File: config.mk
export PLATFORM = sky130hd
export DESIGN_NAME = three_key_press_event_qualifier_core
export DESIGN_NICKNAME = d
export VERILOG_FILES = /design/src/hdl/tkpeq_pkg.sv /design/src/hdl/tkpeq_event_logic.sv /design/src/hdl/tkpeq_out_skid.sv /design/src/hdl/three_key_press_event_qualifier_core.sv
export SDC_FILE = /design/constraint.sdc
export NUM_CORES = 1
export LEC_CHECK = 0
export CORE_ASPECT_RATIO = 1.4
export CORE_MARGIN = 2
export CORE_UTILIZATION = 50
export CTS_CLUSTER_DIAMETER = 150
export DETAILED_ROUTE_END_ITERATION = 7
export DONT_BUFFER_PORTS = 1
export GPL_TIMING_DRIVEN = 0
export PLACE_DENSITY_LB_ADDON = 0.3
export SYNTH_ARGS = -nofsm -noshare
export SYNTH_HDL_FRONTEND = slang
export SYNTH_SLANG_ARGS = --single-unit
File: constraint.sdc
create_clock -name clk -period 4.2 [get_ports clk]
set_input_delay 0.42 -clock clk [delete_from_list [all_inputs] [get_ports clk]]
set_output_delay 0.42 -clock clk [all_outputs]
set_load 0.01 [all_outputs]
File: src/hdl/tkpeq_pkg.sv
`timescale 1ns / 1ps
// ----------------------------------------------------------------------------
// tkpeq_pkg
// Shared types and constants for the three-key press event qualifier.
// ----------------------------------------------------------------------------
package tkpeq_pkg;

    // Configuration register map
    localparam int CFG_INDEX_W = 2;
    localparam int CFG_DATA_W  = 16;

    typedef logic [CFG_INDEX_W-1:0] cfg_index_t;

    localparam cfg_index_t REG_LONG_PRESS_TICKS = 2'd0;
    localparam cfg_index_t REG_B_GAP_TICKS      = 2'd1;
    localparam cfg_index_t REG_PRESS_LEVEL      = 2'd2;
    localparam cfg_index_t REG_KEY_ENABLE       = 2'd3;

    // Register widths and reset values
    localparam int THRESH_W = 16;
    localparam int KEY_EN_W = 3;

    localparam logic [THRESH_W-1:0] LONG_PRESS_TICKS_RST = 16'd1500;
    localparam logic [THRESH_W-1:0] B_GAP_TICKS_RST      = 16'd220;
    localparam logic                PRESS_LEVEL_RST      = 1'b1;
    localparam logic [KEY_EN_W-1:0] KEY_ENABLE_RST       = 3'd7;

    // Bit positions within key_enable
    localparam int KEY_POWER = 0;
    localparam int KEY_B     = 1;
    localparam int KEY_T     = 2;

    // Live configuration handed to the event logic
    typedef struct packed {
        logic [THRESH_W-1:0] long_press_ticks;
        logic [THRESH_W-1:0] b_gap_ticks;
        logic                press_level;
        logic [KEY_EN_W-1:0] key_enable;
    } tkpeq_cfg_t;

    // One result beat: the event mask
    typedef struct packed {
        logic power_press;
        logic power_short;
        logic power_long;
        logic b_short;
        logic t_short;
    } tkpeq_events_t;

endpackage

File: src/hdl/tkpeq_event_logic.sv
`timescale 1ns / 1ps
// ----------------------------------------------------------------------------
// tkpeq_event_logic
// Per-key state and the single-pass decode of one sample into an event mask.
// State advances on every accepted sample; events are combinational.
// ----------------------------------------------------------------------------
module tkpeq_event_logic
    import tkpeq_pkg::*;
#(
    parameter int COUNT_WIDTH = 16
)
(
    input  logic          clk,
    input  logic          rst_n,
    input  logic          accept,
    input  logic          power_level,
    input  logic          b_level,
    input  logic          t_level,
    input  logic          tick,
    input  tkpeq_cfg_t    cfg,
    output tkpeq_events_t events
);

    // Compare width covers both the counter and the 16-bit thresholds
    localparam int CMP_W = (COUNT_WIDTH > THRESH_W) ? COUNT_WIDTH : THRESH_W;
    localparam logic [COUNT_WIDTH-1:0] CNT_MAX = {COUNT_WIDTH{1'b1}};
    localparam logic [COUNT_WIDTH-1:0] CNT_ONE = COUNT_WIDTH'(1);

    logic                   power_pressed_reg,   power_pressed_next;
    logic                   power_long_done_reg, power_long_done_next;
    logic [COUNT_WIDTH-1:0] power_hold_reg,      power_hold_next;
    logic                   t_pressed_reg,       t_pressed_next;
    logic                   b_idle_known_reg,    b_idle_known_next;
    logic                   b_idle_level_reg,    b_idle_level_next;
    logic                   b_pressed_reg,       b_pressed_next;
    logic                   b_short_seen_reg,    b_short_seen_next;
    logic [COUNT_WIDTH-1:0] b_since_reg,         b_since_next;

    logic [COUNT_WIDTH-1:0] hold_inc;
    logic [COUNT_WIDTH-1:0] since_inc;
    logic                   t_active;
    logic                   long_reached;
    logic                   debounce_over;
    logic                   ev_press;
    logic                   ev_short;
    logic                   ev_long;
    logic                   ev_b;
    logic                   ev_t;

    // Saturating increments
    assign hold_inc  = (power_hold_reg == CNT_MAX) ? power_hold_reg
                                                   : power_hold_reg + CNT_ONE;
    assign since_inc = !tick ? b_since_reg
                     : ((b_since_reg == CNT_MAX) ? b_since_reg : b_since_reg + CNT_ONE);

    assign long_reached  = CMP_W'(hold_inc)  >= CMP_W'(cfg.long_press_ticks);
    assign debounce_over = CMP_W'(since_inc) >= CMP_W'(cfg.b_gap_ticks);
    assign t_active      = (t_level == cfg.press_level);

    assign events = {ev_press, ev_short, ev_long, ev_b, ev_t};

    // Power key
    always_comb
    begin
        power_pressed_next   = power_pressed_reg;
        power_long_done_next = power_long_done_reg;
        power_hold_next      = power_hold_reg;
        ev_press             = 1'b0;
        ev_short             = 1'b0;
        ev_long              = 1'b0;
        if (!cfg.key_enable[KEY_POWER])
        begin
            power_pressed_next   = 1'b0;
            power_long_done_next = 1'b0;
            power_hold_next      = '0;
        end
        else if (power_level == cfg.press_level)
        begin
            if (!power_pressed_reg)
            begin
                power_pressed_next   = 1'b1;
                power_long_done_next = 1'b0;
                power_hold_next      = '0;
                ev_press             = 1'b1;
            end
            else if (tick)
            begin
                power_hold_next = hold_inc;
                if (!power_long_done_reg && long_reached)
                begin
                    power_long_done_next = 1'b1;
                    ev_long              = 1'b1;
                end
            end
        end
        else
        begin
            ev_short           = power_pressed_reg && !power_long_done_reg;
            power_pressed_next = 1'b0;
        end
    end

    // T key: press edge only
    always_comb
    begin
        t_pressed_next = 1'b0;
        ev_t           = 1'b0;
        if (cfg.key_enable[KEY_T])
        begin
            ev_t           = t_active && !t_pressed_reg;
            t_pressed_next = t_active;
        end
    end

    // B key: learned idle level, debounce window between shorts
    always_comb
    begin
        b_idle_known_next = b_idle_known_reg;
        b_idle_level_next = b_idle_level_reg;
        b_pressed_next    = b_pressed_reg;
        b_short_seen_next = b_short_seen_reg;
        b_since_next      = since_inc;
        ev_b              = 1'b0;
        if (!cfg.key_enable[KEY_B])
        begin
            b_pressed_next = 1'b0;
        end
        else if (!b_idle_known_reg)
        begin
            b_idle_level_next = b_level;
            b_idle_known_next = 1'b1;
            b_pressed_next    = 1'b0;
        end
        else if (b_level == b_idle_level_reg)
        begin
            b_pressed_next = 1'b0;
        end
        else if (!b_pressed_reg && (!b_short_seen_reg || debounce_over))
        begin
            b_short_seen_next = 1'b1;
            b_since_next      = '0;
            b_pressed_next    = 1'b1;
            ev_b              = 1'b1;
        end
    end

    // State update on each accepted beat
    always_ff @(posedge clk or negedge rst_n)
    begin
        if (!rst_n)
        begin
            power_pressed_reg   <= 1'b0;
            power_long_done_reg <= 1'b0;
            power_hold_reg      <= '0;
            t_pressed_reg       <= 1'b0;
            b_idle_known_reg    <= 1'b0;
            b_idle_level_reg    <= 1'b0;
            b_pressed_reg       <= 1'b0;
            b_short_seen_reg    <= 1'b0;
            b_since_reg         <= '0;
        end
        else if (accept)
        begin
            power_pressed_reg   <= power_pressed_next;
            power_long_done_reg <= power_long_done_next;
            power_hold_reg      <= power_hold_next;
            t_pressed_reg       <= t_pressed_next;
            b_idle_known_reg    <= b_idle_known_next;
            b_idle_level_reg    <= b_idle_level_next;
            b_pressed_reg       <= b_pressed_next;
            b_short_seen_reg    <= b_short_seen_next;
            b_since_reg         <= b_since_next;
        end
    end

endmodule

File: src/hdl/tkpeq_out_skid.sv
`timescale 1ns / 1ps
// ----------------------------------------------------------------------------
// tkpeq_out_skid
// Two-entry result buffer: a head register driving the port and a spare
// register that soaks up one more beat while the receiver stalls.
// ----------------------------------------------------------------------------
module tkpeq_out_skid
    import tkpeq_pkg::*;
(
    input  logic          clk,
    input  logic          rst_n,
    input  logic          push,
    input  tkpeq_events_t push_data,
    output logic          can_push,
    output logic          head_valid,
    input  logic          pop,
    output tkpeq_events_t head_data
);

    logic [1:0]    count_reg, count_next;
    tkpeq_events_t head_reg,  head_next;
    tkpeq_events_t spare_reg, spare_next;
    logic          do_pop;

    assign do_pop     = pop && (count_reg != 2'd0);
    assign can_push   = (count_reg != 2'd2);
    assign head_valid = (count_reg != 2'd0);
    assign head_data  = head_reg;

    // Occupancy and data movement
    always_comb
    begin
        count_next = count_reg + {1'b0, push} - {1'b0, do_pop};
        head_next  = head_reg;
        spare_next = spare_reg;
        if (do_pop)
        begin
            if (count_reg == 2'd2)
                head_next = spare_reg;
            else if (push)
                head_next = push_data;
        end
        else if (push && (count_reg == 2'd0))
        begin
            head_next = push_data;
        end
        if (push && (((count_reg == 2'd1) && !do_pop) || ((count_reg == 2'd2) && do_pop)))
            spare_next = push_data;
    end

    always_ff @(posedge clk or negedge rst_n)
    begin
        if (!rst_n)
            count_reg <= 2'd0;
        else
            count_reg <= count_next;
    end

    // Payload registers, no reset needed
    always_ff @(posedge clk)
    begin
        head_reg  <= head_next;
        spare_reg <= spare_next;
    end

endmodule

File: src/hdl/three_key_press_event_qualifier_core.sv
`timescale 1ns / 1ps
// ----------------------------------------------------------------------------
// three_key_press_event_qualifier_core
// Qualifies power, B and T key samples into press / short / long events.
// ----------------------------------------------------------------------------
// Usage:
//   Input channel (in_valid/in_ready) carries one sample beat: the three
//   key pin levels and a flag that a millisecond tick elapsed.
//   Output channel (out_valid/out_ready) returns one event mask per sample.
//   Configuration channel (cfg_valid/cfg_ready, cfg_index, cfg_data) writes
//   the four registers; cfg_ready is always high. Write only while idle.
// Latency: a result is offered the cycle after its sample if none is ahead.
// Throughput: one sample per cycle while in_ready is high; key state
//   updates in one logic pass between accepted beat and result buffer.
// Stall: a two-entry result buffer keeps in_ready high while one result
//   waits; in_ready drops only when both entries are full.
// Reset: all key state is cleared, registers return to their defaults
//   (1500 ticks, 220 ticks, active high, all keys enabled), buffer empty.
// ----------------------------------------------------------------------------
module three_key_press_event_qualifier_core
    import tkpeq_pkg::*;
#(
    parameter int COUNT_WIDTH = 16
)
(
    input  logic                  clk,
    input  logic                  rst_n,
    // sample channel
    input  logic                  in_valid,
    output logic                  in_ready,
    input  logic                  power_level,
    input  logic                  b_level,
    input  logic                  t_level,
    input  logic                  tick,
    // event channel
    output logic                  out_valid,
    input  logic                  out_ready,
    output logic                  power_press,
    output logic                  power_short,
    output logic                  power_long,
    output logic                  b_short,
    output logic                  t_short,
    // configuration channel
    input  logic                  cfg_valid,
    output logic                  cfg_ready,
    input  logic [CFG_INDEX_W-1:0] cfg_index,
    input  logic [CFG_DATA_W-1:0]  cfg_data
);

    tkpeq_cfg_t    cfg_reg;
    tkpeq_events_t events;
    tkpeq_events_t head;
    logic          accept;

    assign cfg_ready = 1'b1;
    assign accept    = in_valid && in_ready;

    // Configuration registers
    always_ff @(posedge clk or negedge rst_n)
    begin
        if (!rst_n)
        begin
            cfg_reg.long_press_ticks <= LONG_PRESS_TICKS_RST;
            cfg_reg.b_gap_ticks      <= B_GAP_TICKS_RST;
            cfg_reg.press_level      <= PRESS_LEVEL_RST;
            cfg_reg.key_enable       <= KEY_ENABLE_RST;
        end
        else if (cfg_valid && cfg_ready)
        begin
            unique case (cfg_index)
                REG_LONG_PRESS_TICKS: cfg_reg.long_press_ticks <= cfg_data;
                REG_B_GAP_TICKS:      cfg_reg.b_gap_ticks      <= cfg_data;
                REG_PRESS_LEVEL:      cfg_reg.press_level      <= cfg_data[0];
                REG_KEY_ENABLE:       cfg_reg.key_enable       <= cfg_data[KEY_EN_W-1:0];
                default:              ;
            endcase
        end
    end

    // Key state and event decode
    tkpeq_event_logic #(
        .COUNT_WIDTH (COUNT_WIDTH)
    ) u_event_logic (
        .clk         (clk),
        .rst_n       (rst_n),
        .accept      (accept),
        .power_level (power_level),
        .b_level     (b_level),
        .t_level     (t_level),
        .tick        (tick),
        .cfg         (cfg_reg),
        .events      (events)
    );

    // Result buffer
    tkpeq_out_skid u_out_skid (
        .clk        (clk),
        .rst_n      (rst_n),
        .push       (accept),
        .push_data  (events),
        .can_push   (in_ready),
        .head_valid (out_valid),
        .pop        (out_ready),
        .head_data  (head)
    );

    assign power_press = head.power_press;
    assign power_short = head.power_short;
    assign power_long  = head.power_long;
    assign b_short     = head.b_short;
    assign t_short     = head.t_short;

endmodule

==> results.cfg, run 1 <==
[sta]
hold_viol = 0
slew_violations = 0
finalCriticalPeriod_ns = 3.98
fin_tns_setup_ns = 0
fmaxAchievable_mhz = 251
finalSetupViolations = 0
period_share = 0.948
skew_ns = 0.00631
rsz0062_at_grt = false
slew_headroom = 0.314
tightestPinTransition_ns = 1.02

[critical_path]
reg2reg_slack_ns = 0.22
crit_chain = ha_1, nand4_1, o41ai_4, mux2_2, ha_1, a2111oi_0, nor4_1, nor3_2, nor2_4, mux2_2
arrival_ns = 4.08
r2r.worst_path.cells = 10
cp.depth = 10
endpoint_kind = register
crit_fanout = 7
critPathCapture = u_out_skid.head_data[1]$_DFFE_PP_
regToRegStartpoint = u_event_logic.b_since_reg[0]$_DFFE_PN0P_
crit_type = reg -> reg
rr_endpoint = u_out_skid.head_data[1]$_DFFE_PP_
cp_top_family = compound AO/OA/AOI/OAI gates
cp_slowest_cell = o41ai_4
path_buf_inv = 0
critPathMaxStageDelay_ns = 0.60
startpoint_type = register
startpoint = u_event_logic.b_since_reg[0]$_DFFE_PN0P_
cp.required_ns = 4.30

[pwr]
power.share.clock = 0.331
leakagePower_nw = 2.59
intPower_mw = 1.81
p_sw_frac = 0.320
p_seq_frac = 0.428
pwr_density_cell_mw_per_mm2 = 455
p_comb_frac = 0.241
net-switching-power_mw = 0.854
ir_drop_mv = 0.195

[routing]
first_pass_iters = 4
vias = 4126
drc = 0
routedWlPerCell_um = 17.1
drt_iter0_markers = 187
via_per_inst = 5.86
top_layer_used = met4
wl_met1_um = 4790
wl_met2_um = 6290
ant_nets = 0
drt_wl_total_um = 12000
wl_met3_um = 521

[clocking]
clkTransAtPathRegs_ns = 0.07
cts_tree = built
root_buffer = clkbuf_16
clkSinkCount = 87
insertion_delay_ns = 0.34
htree_levels = 3
numCtsBuffers = 9
clockBufferDepth = 2

[grt]
grt_use_total = 0.221
grt_pass1_vias = 4163
grt_max_degree = 78
grt_pass1_wl_um = 20100
antenna_found_initial = 0
grt-ovfl-total = 0

[synthesis]
synthFlopType = dfrtp_1
synth-seq-area-share = 0.422
ys_ff_latch = 87
syn_area_mm2 = 0.00532
synth_cells = 547
syn_area_per_cell_um2 = 9.73
ys_types = 67
synth_area_leaders = dfrtp_1 (29%), ha_1 (8.5%), dfstp_2 (7.9%)
synth_edf_count = 10
syn_nets = 610
yosys_warnings = 0
async_flop_share = 0.885
yosys.area.top_type = dfrtp_1
yosysTopAreaCellShare = 0.287

[die]
die_h_um = 126
start_util = 0.514
io_pins = 35
fp.coreArea_mm2 = 0.0103
die-area_mm2 = 0.0115
fp.dieW_um = 91.2
rows = 44

[final_layout]
largest_register_ffs = 36
drive_above_1_share = 0.178
nNetsFinal = 624
final_cell_mix = nand2_1 (68), dfrtp_1 (61), inv_1 (40)
area_growth_pct = 10.2
fin_util = 0.567
layout_commonest_cell = nand2_1
antenna_cells = 0

[min_path]
min_path_type = in -> reg
holdPathStages = 2
hp-start = cfg_data[6]

[job]
drv_cap = 0

[status]
status = finished, final reports clean

[place]
hpwl_um = 8960
port_buffers = 0
gp_congestion = 0.883
-- worst register-to-register path, stage by stage, from the launching register on --
cell and delay [ns]:
dfrtp_1 0.49, ha_1 0.29, nand4_1 0.24, o41ai_4 0.60, mux2_2 0.41, ha_1 0.28, a2111oi_0 0.49, nor4_1 0.15
nor3_2 0.36, nor2_4 0.15, mux2_2 0.29
-- power groups by stage --
stage                     registers, mW  clock network (mW)  logic (mW)
final                              1.14               0.882       0.644
after floorplan                    1.12                   0       0.478
after detailed placement           1.15                   0       0.621
after global placement             1.15                   0       0.586
after global routing               1.16               0.935       0.723
after CTS                          1.14               0.897       0.644
-- synth_stat cells, types with 4 or more instances --
| library cell | n |
|---|---|
| a21oi_1 | 19 |
| a22o_1 | 4 |
| a31oi_1 | 11 |
| and3_1 | 6 |
| and4_1 | 4 |
| buf_2 | 6 |
| buf_4 | 4 |
| buf_6 | 4 |
| clkbuf_1 | 6 |
| dfrtp_1 | 61 |
| dfstp_2 | 16 |
| edfxtp_1 | 10 |
| ha_1 | 36 |
| inv_1 | 40 |
| mux2_2 | 32 |
| nand2_1 | 68 |
| nand3_1 | 20 |
| nand3b_1 | 4 |
| nand4_1 | 10 |
| nor2_1 | 32 |
| nor3_1 | 8 |
| o21a_1 | 7 |
| o21ai_0 | 37 |
| o22ai_1 | 4 |
| o31ai_1 | 7 |
| or3_1 | 7 |
| xnor2_1 | 17 |
| xor2_1 | 10 |
-- how the worst min path moves through the flow --
stage                                                      to
floorplan                             cfg_reg[12]$_DFFE_PN0P_
global placement     u_event_logic.b_since_reg[8]$_DFFE_PN0P_
detailed placement  u_event_logic.b_since_reg[15]$_DFFE_PN0P_
CTS                                   cfg_reg[27]$_DFFE_PN1P_
global route                          cfg_reg[34]$_DFFE_PN0P_
finish                                cfg_reg[26]$_DFFE_PN1P_
-- through the flow --
stage	setup WS [ns]	cell area (µm²)	std cells	hold WS, ns	total power, mW
4_1_cts	0.235	5860	703	0.173	2.68
3_5_place_dp	0.274	5500	685	0.128	1.77
5_1_grt	0.0496	5870	704	0.201	2.82
2_1_floorplan	0.858	5320	547	0.124	1.60
3_3_place_gp	0.322	5500	685	0.127	1.73
6_report	0.218	5870	704	0.181	2.67
-- routing by layer --
metal  global-route usage  vias to the layer above
met4                0.107                        0
li1                     -                     1979
met5                    0                        -
met1                0.258                     1992
met3               0.0401                       30
met2                0.390                      125
-- timing repair --
item,in CTS,in global routing
endpoints found under the hold margin,77,0
gates resized for setup,0,1
hold buffers,2,0
setup buffers,0,1
endpoints found under the setup margin,0,1
-- kinds of logic (layout without fill, tap and decap cells) --
| family | count (synthesis) | in the layout | synth area share |
|---|---|---|---|
| AND/OR/NAND/NOR | 186 | 186 | 0.177 |
| multiplexers | 33 | 33 | 0.0696 |
| adder cells (fa/ha/maj) | 36 | 36 | 0.0846 |
| XOR/XNOR | 28 | 28 | 0.0475 |
| buffers and inverters | 62 | 81 | 0.0552 |
| other | 1 | 1 | 0.000705 |
| flip-flops | 87 | 87 | 0.422 |
| AO/OA/AOI/OAI | 114 | 114 | 0.143 |
-- area by class of cell --
class | count | area, µm²
Clock inverter | 7 | 103
Buffer | 22 | 144
Timing Repair Buffer | 3 | 45.0
Inverter | 40 | 150
Clock buffer | 9 | 225
Multi-Input combinational cell | 398 | 2780
Fill cell | 948 | 4480
Sequential cell | 87 | 2250
Tap cell | 138 | 173
No activity file was read; power rests on OpenSTA's default activity.
==> inputs of run 2 (changes only) <==
--- a/config.mk
+++ b/config.mk
@@ -15,4 +15,5 @@
 export PLACE_DENSITY_LB_ADDON = 0.3
 export SYNTH_ARGS = -nofsm -noshare
 export SYNTH_HDL_FRONTEND = slang
+export SYNTH_HIERARCHICAL = 1
 export SYNTH_SLANG_ARGS = --single-unit
==> results.cfg, run 2 <==
[routing]
drt_wl_total_um = 11800
vias = 4030
routedWlPerCell_um = 17.0
first_pass_iters = 7
drt_iter0_markers = 240
ant_nets = 0
via_per_inst = 5.83
drc = 0

[die]
start_util = 0.513
die_h_um = 129
die-area_mm2 = 0.0120
rows = 45
fp.coreArea_mm2 = 0.0108
io_pins = 35
fp.dieW_um = 93.0

[pwr]
p_seq_frac = 0.439
leakagePower_nw = 2.67
net-switching-power_mw = 0.835
power.share.clock = 0.307
p_sw_frac = 0.316
intPower_mw = 1.81
p_comb_frac = 0.254
pwr_density_cell_mw_per_mm2 = 436
ir_drop_mv = 0.246

[clocking]
clkSinkCount = 87
htree_levels = 3
insertion_delay_ns = 0.34
cts_tree = built
root_buffer = clkbuf_16
clkTransAtPathRegs_ns = 0.07
numCtsBuffers = 9
clockBufferDepth = 2

[sta]
holdWs_ns = 0.222
setup_ws_ns = 0.266
slew_headroom = 0.564
hold_viol = 0
finalSetupViolations = 0
period_share = 0.937
fmaxAchievable_mhz = 254
skew_ns = 0.00973
tightestPinTransition_ns = 0.647
rsz0062_at_grt = false
slew_violations = 0
fin_tns_setup_ns = 0
finalCriticalPeriod_ns = 3.93

[critical_path]
crit_chain = ha_1, nand3_1, nor3_4, a21oi_2, nand3_1, xnor2_1, ha_1, and3_1, o311a_1, o31ai_4, and3_1, nor3_1, buf_4, mux2_2
cp_top_family = simple AND/OR/NAND/NOR gates
startpoint = u_event_logic/b_since_reg[0]$_DFFE_PN0P_
endpoint_kind = register
crit_fanout = 10
startpoint_type = register
cp.required_ns = 4.30
path_buf_inv = 1
crit_type = reg -> reg
critPathMaxStageDelay_ns = 0.49
arrival_ns = 4.03
regToRegStartpoint = u_event_logic/b_since_reg[0]$_DFFE_PN0P_
cp_slowest_cell = dfrtp_1

[final_layout]
area_growth_pct = 9.27
nNetsFinal = 607
fin_cells = 691
largest_register_ffs = 36
layout_commonest_cell = dfrtp_1
drive_above_1_share = 0.225
antenna_cells = 0
fin_util = 0.561
final_cell_mix = dfrtp_1 (61), mux2_2 (45), inv_1 (39)

[place]
port_buffers = 0
post-place-ws_ns = -0.163
hpwl_um = 8780
place_inst = 674
gp_congestion = 0.877

[synthesis]
yosys.area.top_type = dfrtp_1
syn_nets = 595
synth-seq-area-share = 0.405
synth_cells = 533
synth_edf_count = 10
synth_area_leaders = dfrtp_1 (28%), mux2_2 (9.1%), ha_1 (7.9%)
yosys_warnings = 6
async_flop_share = 0.885
syn_area_per_cell_um2 = 10.4
yosysMostFrequentCell = dfrtp_1
ys_top_cells_by_count = dfrtp_1 (61), mux2_2 (45), inv_1 (39)
ys_types = 78
yosysTopAreaCellShare = 0.275
ys_ff_latch = 87
syn_area_mm2 = 0.00555
synthFlopType = dfrtp_1

[grt]
grt_use_total = 0.212
grt_pass1_vias = 4162
grt_pass1_wl_um = 19800
grt_max_degree = 78
grt-ovfl-total = 0
antenna_found_initial = 0

[min_path]
hp-start = b_level
min_path_type = in -> reg

[status]
status = finished, final reports clean

[job]
drv_cap = 0
[run 2: timing repair]
action                     in CTS  in global routing
resized for setup               1                  1
pin swaps                       0                  0
hold endpoints to repair       77                  0
hold buffers                    2                  0
buffers inserted                0                  0
setup endpoints to repair       1                  2
[run 2: cell type report]
| class | count | area, µm² |
|---|---|---|
| clock buffer | 9 | 225 |
| tap | 141 | 176 |
| timing repair buffer | 2 | 37.5 |
| clock inverter | 7 | 72.6 |
| multi-input combinational | 383 | 2990 |
| inverter | 40 | 150 |
| sequential | 87 | 2250 |
| buffer | 22 | 169 |
| fill | 921 | 4750 |
[run 2: per-layer routing]
| metal | up-vias | GRT usage | wire (µm) |
|---|---|---|---|
| li1 | 1949 | - | - |
| met1 | 1972 | 0.264 | 5030 |
| met2 | 86 | 0.346 | 5690 |
| met3 | 23 | 0.0585 | 705 |
| met4 | 0 | 0.0943 | 339 |
| met5 | - | 0 | 0 |
[run 2: logic make-up after synthesis]
| logic type | share of synthesized area |
|---|---|
| XOR/XNOR | 0.0584 |
| AND/OR/NAND/NOR | 0.169 |
| adder cells (fa/ha/maj) | 0.0789 |
| AO/OA/AOI/OAI | 0.133 |
| other | 0.000676 |
| flip-flops | 0.405 |
| multiplexers | 0.0967 |
| buffers and inverters | 0.0582 |
[run 2: worst register-to-register path: stages (launching register included)]
cell     delay, ns
dfrtp_1       0.49
ha_1          0.29
nand3_1       0.18
nor3_4        0.38
a21oi_2       0.22
nand3_1       0.15
xnor2_1       0.16
ha_1          0.27
and3_1        0.18
o311a_1       0.36
o31ai_4       0.32
and3_1        0.24
nor3_1        0.07
buf_4         0.14
mux2_2        0.25
[run 2: power groups by stage]
stage / Sequential (mW) / Combinational (mW) / Clock (mW)
after CTS: 1.16 / 0.672 / 0.829
after detailed placement: 1.18 / 0.647 / 0
after global routing: 1.19 / 0.755 / 0.859
after floorplan: 1.14 / 0.522 / 0
after global placement: 1.17 / 0.622 / 0
final: 1.16 / 0.672 / 0.811
[run 2: through the flow]
stage	area, µm²	total power [mW]
3_5_place_dp	5730	1.82
4_1_cts	6060	2.66
3_3_place_gp	5730	1.79
6_report	6060	2.64
2_1_floorplan	5550	1.66
5_1_grt	6060	2.80
[run 2: final timing paths]
kind / to / slack (ns) / depth (start not counted)
max reg2reg: u_out_skid/head_data[1]$_DFFE_PP_ / 0.27 / 14
max: u_out_skid/head_data[1]$_DFFE_PP_ / 0.27 / 14
min: u_event_logic/b_idle_level_reg$_DFFE_PN0P_ / 0.22 / 1
min reg2reg: u_event_logic/b_idle_known_reg$_DFFE_PN0P_ / 0.49 / 1
max in group asynchronous: cfg_reg[22]$_DFFE_PN1P_ / 3.21 / 2
min in group asynchronous: u_event_logic/power_hold_reg[9]$_DFFE_PN0P_ / 0.64 / 2
